**src/sv/outline_segment_to_tangent_points_core_assert.svh**
```systemverilog
// assertion macros for the outline tangent point core
// expects signals named clock and reset in the module that uses them
`ifndef OUTLINE_SEGMENT_TO_TANGENT_POINTS_CORE_ASSERT_SVH
`define OUTLINE_SEGMENT_TO_TANGENT_POINTS_CORE_ASSERT_SVH

// same-cycle implication
`define OS2TP_ASSERT_IMPLY(lbl, ante, cons, msg) \
   lbl: assert property (@(posedge clock) disable iff (reset) (ante) |-> (cons)) \
      else $error(msg);

// next-cycle implication
`define OS2TP_ASSERT_NEXT(lbl, ante, cons, msg) \
   lbl: assert property (@(posedge clock) disable iff (reset) (ante) |=> (cons)) \
      else $error(msg);

`endif

```
**src/sv/os2tp_pkg.sv**
```systemverilog
// os2tp_pkg: widths, codes and shared types of the outline tangent point core
// no dependencies
`default_nettype none

package os2tp_pkg;

   localparam int COORD_WIDTH    = 24;
   localparam int SCALE_WIDTH    = 24;
   localparam int POS_WIDTH      = 32;
   localparam int DIFF_WIDTH     = POS_WIDTH + 1;
   localparam int FRAC_SHIFT     = 16;
   localparam int PROD_WIDTH     = COORD_WIDTH + SCALE_WIDTH + 1;
   localparam int SHIFT_WIDTH    = PROD_WIDTH - FRAC_SHIFT;
   localparam int EXT_WIDTH      = (SHIFT_WIDTH > DIFF_WIDTH) ? SHIFT_WIDTH : DIFF_WIDTH;
   localparam int ACTION_WIDTH   = 3;
   localparam int NUM_COORDS     = 6;
   localparam int REQ_DATA_WIDTH = ((NUM_COORDS * COORD_WIDTH + 7) / 8) * 8;
   localparam int RSP_DATA_WIDTH = 6 * POS_WIDTH;
   localparam int RSP_USER_WIDTH = 3;
   localparam int COUNT_WIDTH    = 2;

   localparam logic [SCALE_WIDTH-1:0] SCALE_RESET = SCALE_WIDTH'(65536);

   localparam logic signed [POS_WIDTH-1:0] POS_MAX = {1'b0, {(POS_WIDTH-1){1'b1}}};
   localparam logic signed [POS_WIDTH-1:0] POS_MIN = {1'b1, {(POS_WIDTH-1){1'b0}}};

   // divide by three: split the offset numerator into two digits of SPLIT bits
   localparam int M_WIDTH     = DIFF_WIDTH + 1;
   localparam int SPLIT       = 17;
   localparam int HI_WIDTH    = M_WIDTH - SPLIT;
   localparam int QH_WIDTH    = POS_WIDTH - SPLIT;
   localparam int REM_WIDTH   = 2;
   localparam int X_WIDTH     = SPLIT + REM_WIDTH;
   localparam int RECIP_WIDTH = 19;
   localparam int RECIP_SHIFT = 20;
   localparam logic [RECIP_WIDTH-1:0] RECIP3 = RECIP_WIDTH'(((64'd1 << RECIP_SHIFT) + 2) / 3);
   localparam logic [M_WIDTH-1:0] M_OFFSET = M_WIDTH'(64'd3 << (POS_WIDTH - 1));
   localparam logic signed [DIFF_WIDTH-1:0] TAN_LIMIT =
      DIFF_WIDTH'(64'd3 << (POS_WIDTH - 2));

   typedef enum logic [ACTION_WIDTH-1:0] {
      ACT_MOVE  = 3'd0,
      ACT_LINE  = 3'd1,
      ACT_QUAD  = 3'd2,
      ACT_CUBIC = 3'd3,
      ACT_END   = 3'd4
   } action_type;

   typedef struct packed {
      logic signed [DIFF_WIDTH-1:0] d;
      logic                         third;
   } tan_raw_type;

   localparam tan_raw_type TAN_ZERO = '0;

   typedef struct packed {
      logic a;
      logic b;
   } stage_en_type;

   typedef struct packed {
      logic path_last;
      logic path_closed;
      logic outline_last;
      logic seg_error;
   } flags_type;

   typedef struct packed {
      logic signed [POS_WIDTH-1:0] pos_x;
      logic signed [POS_WIDTH-1:0] pos_y;
      tan_raw_type                 tin_x;
      tan_raw_type                 tin_y;
      tan_raw_type                 tout_x;
      tan_raw_type                 tout_y;
      flags_type                   flags;
   } point_rec_type;

endpackage

`default_nettype wire

```
**src/sv/os2tp_thirds.sv**
```systemverilog
// os2tp_thirds: two-stage tangent finish, saturated difference or rounded 2d/3
// depends on os2tp_pkg
`default_nettype none

module os2tp_thirds (
   input  logic                                   clock,
   input  os2tp_pkg::stage_en_type                en,
   input  os2tp_pkg::tan_raw_type                 tan,
   output logic signed [os2tp_pkg::POS_WIDTH-1:0] tan_q
);
   import os2tp_pkg::*;

   logic                          hi_sat;
   logic                          lo_sat;
   logic                          pass_hi;
   logic                          pass_lo;
   logic [M_WIDTH-1:0]            m_full;
   logic [HI_WIDTH+RECIP_WIDTH-1:0] prod_a;
   logic signed [POS_WIDTH-1:0]   fix_in;
   logic signed [POS_WIDTH-1:0]   fix_ff;
   logic                          use_div_in;
   logic                          use_div_ff;
   logic [HI_WIDTH-1:0]           mh_ff;
   logic [QH_WIDTH-1:0]           qh_ff;
   logic [SPLIT-1:0]              ml_ff;
   logic [HI_WIDTH-1:0]           rem_full;
   logic [X_WIDTH-1:0]            x_b;
   logic [X_WIDTH+RECIP_WIDTH-1:0] prod_b;
   logic [POS_WIDTH-1:0]          q_off;
   logic signed [POS_WIDTH-1:0]   tan_q_in;
   logic signed [POS_WIDTH-1:0]   tan_q_ff;

   // stage a: clamp, offset numerator 2d+1 to positive, high digit over three
   assign hi_sat  = tan.d >= TAN_LIMIT;
   assign lo_sat  = tan.d < -TAN_LIMIT;
   assign pass_hi = tan.d[DIFF_WIDTH-1:DIFF_WIDTH-2] == 2'b01;
   assign pass_lo = tan.d[DIFF_WIDTH-1:DIFF_WIDTH-2] == 2'b10;
   assign m_full  = {tan.d, 1'b1} + M_OFFSET;
   assign prod_a  = m_full[M_WIDTH-1:SPLIT] * RECIP3;

   always_comb begin
      use_div_in = 1'b0;
      fix_in     = tan.d[POS_WIDTH-1:0];
      if (tan.third) begin
         if (hi_sat) begin
            fix_in = POS_MAX;
         end else if (lo_sat) begin
            fix_in = POS_MIN;
         end else begin
            use_div_in = 1'b1;
         end
      end else if (pass_hi) begin
         fix_in = POS_MAX;
      end else if (pass_lo) begin
         fix_in = POS_MIN;
      end
   end

   always_ff @(posedge clock) begin
      if (en.a) begin
         fix_ff     <= fix_in;
         use_div_ff <= use_div_in;
         mh_ff      <= m_full[M_WIDTH-1:SPLIT];
         qh_ff      <= prod_a[RECIP_SHIFT+QH_WIDTH-1:RECIP_SHIFT];
         ml_ff      <= m_full[SPLIT-1:0];
      end
   end

   // stage b: remainder carried into the low digit, then remove the offset
   assign rem_full = mh_ff - ((HI_WIDTH'(qh_ff) << 1) + HI_WIDTH'(qh_ff));
   assign x_b      = {rem_full[REM_WIDTH-1:0], ml_ff};
   assign prod_b   = x_b * RECIP3;
   assign q_off    = {qh_ff, prod_b[RECIP_SHIFT+SPLIT-1:RECIP_SHIFT]};
   assign tan_q_in = use_div_ff ? {~q_off[POS_WIDTH-1], q_off[POS_WIDTH-2:0]} : fix_ff;

   always_ff @(posedge clock) begin
      if (en.b) begin
         tan_q_ff <= tan_q_in;
      end
   end

   assign tan_q = tan_q_ff;

endmodule

`default_nettype wire
```
**config.mk**
```make
export PLATFORM = sky130hd
export DESIGN_NAME = os2tp_thirds
export DESIGN_NICKNAME = d
export VERILOG_FILES = /design/src/sv/outline_segment_to_tangent_points_core_assert.svh /design/src/sv/os2tp_pkg.sv /design/src/sv/os2tp_thirds.sv
export SDC_FILE = /design/constraint.sdc
export NUM_CORES = 1
export LEC_CHECK = 0
export BUFFER_PORTS_ARGS = -buffer_cell sky130_fd_sc_hd__clkbuf_2
export CORE_UTILIZATION = 40
export CTS_CLUSTER_DIAMETER = 30
export DETAILED_ROUTE_END_ITERATION = 16
export PLACE_DENSITY = 0.58
export SLEW_MARGIN = 5
export SYNTH_ARGS = -nofsm -noshare
export SYNTH_HDL_FRONTEND = slang
export SYNTH_SLANG_ARGS = --single-unit
export TNS_END_PERCENT = 100
```
**constraint.sdc**
```tcl
create_clock -name clock -period 19.1 [get_ports clock]
set_clock_uncertainty 0.1 [all_clocks]
set_input_delay 3.82 -clock clock [delete_from_list [all_inputs] [get_ports clock]]
set_output_delay 3.82 -clock clock [all_outputs]
set_load 0.005 [all_outputs]
```
==> results.tsv <==
stage	metric	value	unit
clock_tree	cts-root-buf	clkbuf_16	
timing	setup_tns	0	ps
detailed_routing	drtPass1Iterations	4	
logic_synthesis	synth_most_common_cell	inv_1	
worst_setup_path	start_kind	input port	
floorplan	dieWidth	189	um
timing	tightest_slew	1040	ps
timing	report.final.slew_viol_count	0	
timing	fmax	0.106	GHz
worst_setup_path	required	19110	ps
clock_tree	clock_sinks	98	
timing	hold_violations	0	
outcome	status	complete, no violations	
timing	slew_headroom	0.307	
grt	track_usage	0.188	
detailed_routing	drtAntennaViolNets	0	
worst_setup_path	rr_endpoint	tan_q[14]	
hold_path	whs_path_depth	2	
placement	gp_congestion	0.905	
logic_synthesis	ys_types	54	
clock_tree	cts.path.max_buffers	2	
clock_tree	htree_levels	3	
clock_tree	clk_pin_slew	70	ps
logic_synthesis	ys.flop_type	edfxtp_1	
detailed_routing	drc	0	
layout	area_growth	8.52	%
floorplan	die_h	189	um
grt	antenna_found_initial	1	
layout	nets	1867	
logic_synthesis	ys_ff_latch	98	
floorplan	rows	68	
floorplan	fp.coreArea	34500	um^2
logic_synthesis	async_flop_share	0	
worst_setup_path	end_kind	flop	
logic_synthesis	synth_fp_nets	1796	
worst_setup_path	path_class	in2reg	
logic_synthesis	yosysSeqAreaShare	0.210	
detailed_routing	wl_per_cell	17.2	um
detailed_routing	drt-initial-drc-count	317	
worst_setup_path	cp.arrival	9470	ps
detailed_routing	wirelength	31200	um
logic_synthesis	yosys-top-cells-area	fa_1 (28%), ha_1 (25%), edfxtp_1 (21%), inv_1 (11%), o21a_1 (2.0%)	
timing	timing.final.crit_share	0.495	
logic_synthesis	synth_edf_count	98	
clock_tree	cts_tree	yes	
logic_synthesis	syn_area_per_cell	10.9	um^2
hold_path	hold_start	fix_ff[13]	
hold_path	min_to	tan_q[13]	
logic_synthesis	yosysTopAreaCellShare	0.282	
run	max_cap_viol_count	0	
floorplan	die_area	35800	um^2
logic_synthesis	yosysTopAreaCell	fa_1	
timing	post-route-min-period	9460	ps
placement	port_buffers	68	
placement	dp_hpwl	27100	um
grt	grt_first_pass_wirelength	51200	um
detailed_routing	route.vias.total	8835	
worst_setup_path	path_max_fanout	5	
clock_tree	cts_hold_buf	0	
clock_tree	clk_latency	360	ps
layout	drive_gt1_frac	0.0948	
worst_setup_path	reg2regPathDepth	21	
layout	antenna-diode-count	0	
worst_setup_path	reg2reg_from	qh_ff[0]	
logic_synthesis	synth_top_cells_by_count	inv_1 (394), ha_1 (276), fa_1 (198)	
floorplan	io_pins	69	
grt	grt-ovfl-total	0	
logic_synthesis	yosysWarningCount	0	
worst_setup_path	r2r_setup_slack	11870	ps
grt	grt_pass1_vias	9644	
floorplan	start_util	0.406	
logic_synthesis	synth_cells	1285	
logic_synthesis	synth_area	14000	um^2
grt	grt_max_degree	67	
clock_tree	cts-resized-gates	0	
detailed_routing	via_per_inst	4.87	
hold_path	hold_path_class	reg2reg	
timing	rsz0062_at_grt	false	
timing	setup_viol	0	
clock_tree	cts_setup_buffers	0	
clock_tree	numCtsBuffers	9	
-- placed cells by master, fill, tap and decap left out, types with 6 or more instances in the layout --
| cell | n |
|---|---|
| o21a_1 | 37 |
| xor2_1 | 13 |
| nor2b_1 | 8 |
| ha_1 | 276 |
| xnor2_1 | 25 |
| a211oi_1 | 7 |
| nand3_1 | 11 |
| inv_1 | 394 |
| clkbuf_16 | 9 |
| clkbuf_2 | 67 |
| a21oi_1 | 36 |
| mux2_2 | 24 |
| nand4_1 | 6 |
| nor3_1 | 10 |
| fa_1 | 198 |
| edfxtp_1 | 98 |
| nor2_1 | 18 |
| a21o_1 | 10 |
| nand2_1 | 21 |
| o21ai_0 | 14 |
| and3_1 | 7 |
-- layer usage --
layer,share of wire,vias up,global-route usage
li1,-,4270,-
met1,0.43,4427,0.235
met2,0.52,100,0.342
met3,0.025,36,0.0211
met4,0.019,2,0.0481
met5,0.00042,-,0
-- kinds of logic after synthesis --
logic type / share of synthesized area
simple gates: 0.0379
xor+xnor: 0.0237
buf+inv: 0.109
mux: 0.0207
flops: 0.210
fa+ha+maj: 0.529
compound gates: 0.0705
-- worst max-delay path, cell delays in order --
cell and delay (ps):
clkbuf_2 150, ha_1 370, fa_1 640, inv_1 120
fa_1 510, inv_1 50, fa_1 530, inv_1 50
fa_1 480, inv_1 50, fa_1 450, ha_1 310
nand3_1 90, nor2_1 250, a221o_1 240, a41oi_2 70
o211ai_2 340, a41oi_2 240, o31ai_2 400, a2111o_1 220
nand3_1 70
-- final cells by class --
class	count	area, um^2
Sequential cell	98	2940
Tap cell	455	569
Fill cell	3324	19300
Timing Repair Buffer	72	370
Clock inverter	7	76.3
Clock buffer	9	225
Inverter	394	1480
Multi-Input combinational cell	781	9560
-- metrics by stage --
stage | utilization | std cells | setup slack (ps) | hold WS [ps] | cell area [um^2]
floorplan | - | 1285 | 10000 | 398 | 14000
global placement | 0.432 | 1800 | 9440 | 431 | 14900
detailed placement | 0.432 | 1800 | 9300 | 437 | 14900
CTS | 0.441 | 1816 | 9680 | 454 | 15200
global route | 0.441 | 1816 | 9330 | 467 | 15200
finish | 0.441 | 1816 | 9640 | 446 | 15200
-- how the worst max path moves through the flow --
stage / start / end / slack, ps / cells past startpoint
floorplan: tan[19] / qh_ff[14] / 10000 / 20
global route: tan[31] / qh_ff[14] / 9330 / 21
finish: tan[21] / qh_ff[14] / 9640 / 21
CTS: tan[21] / qh_ff[14] / 9680 / 21
global placement: tan[21] / qh_ff[14] / 9440 / 21
detailed placement: tan[31] / qh_ff[14] / 9300 / 21
-- sequential cells by signal (all words and copies together) (netlist names) --
register	count
mh_ff	2
qh_ff	15
ml_ff	16
tan_q	32
use_div_ff	1
fix_ff	32
Power is not shown: default switching activity piles up to over one toggle a cycle in this logic, so the estimate is an artifact.
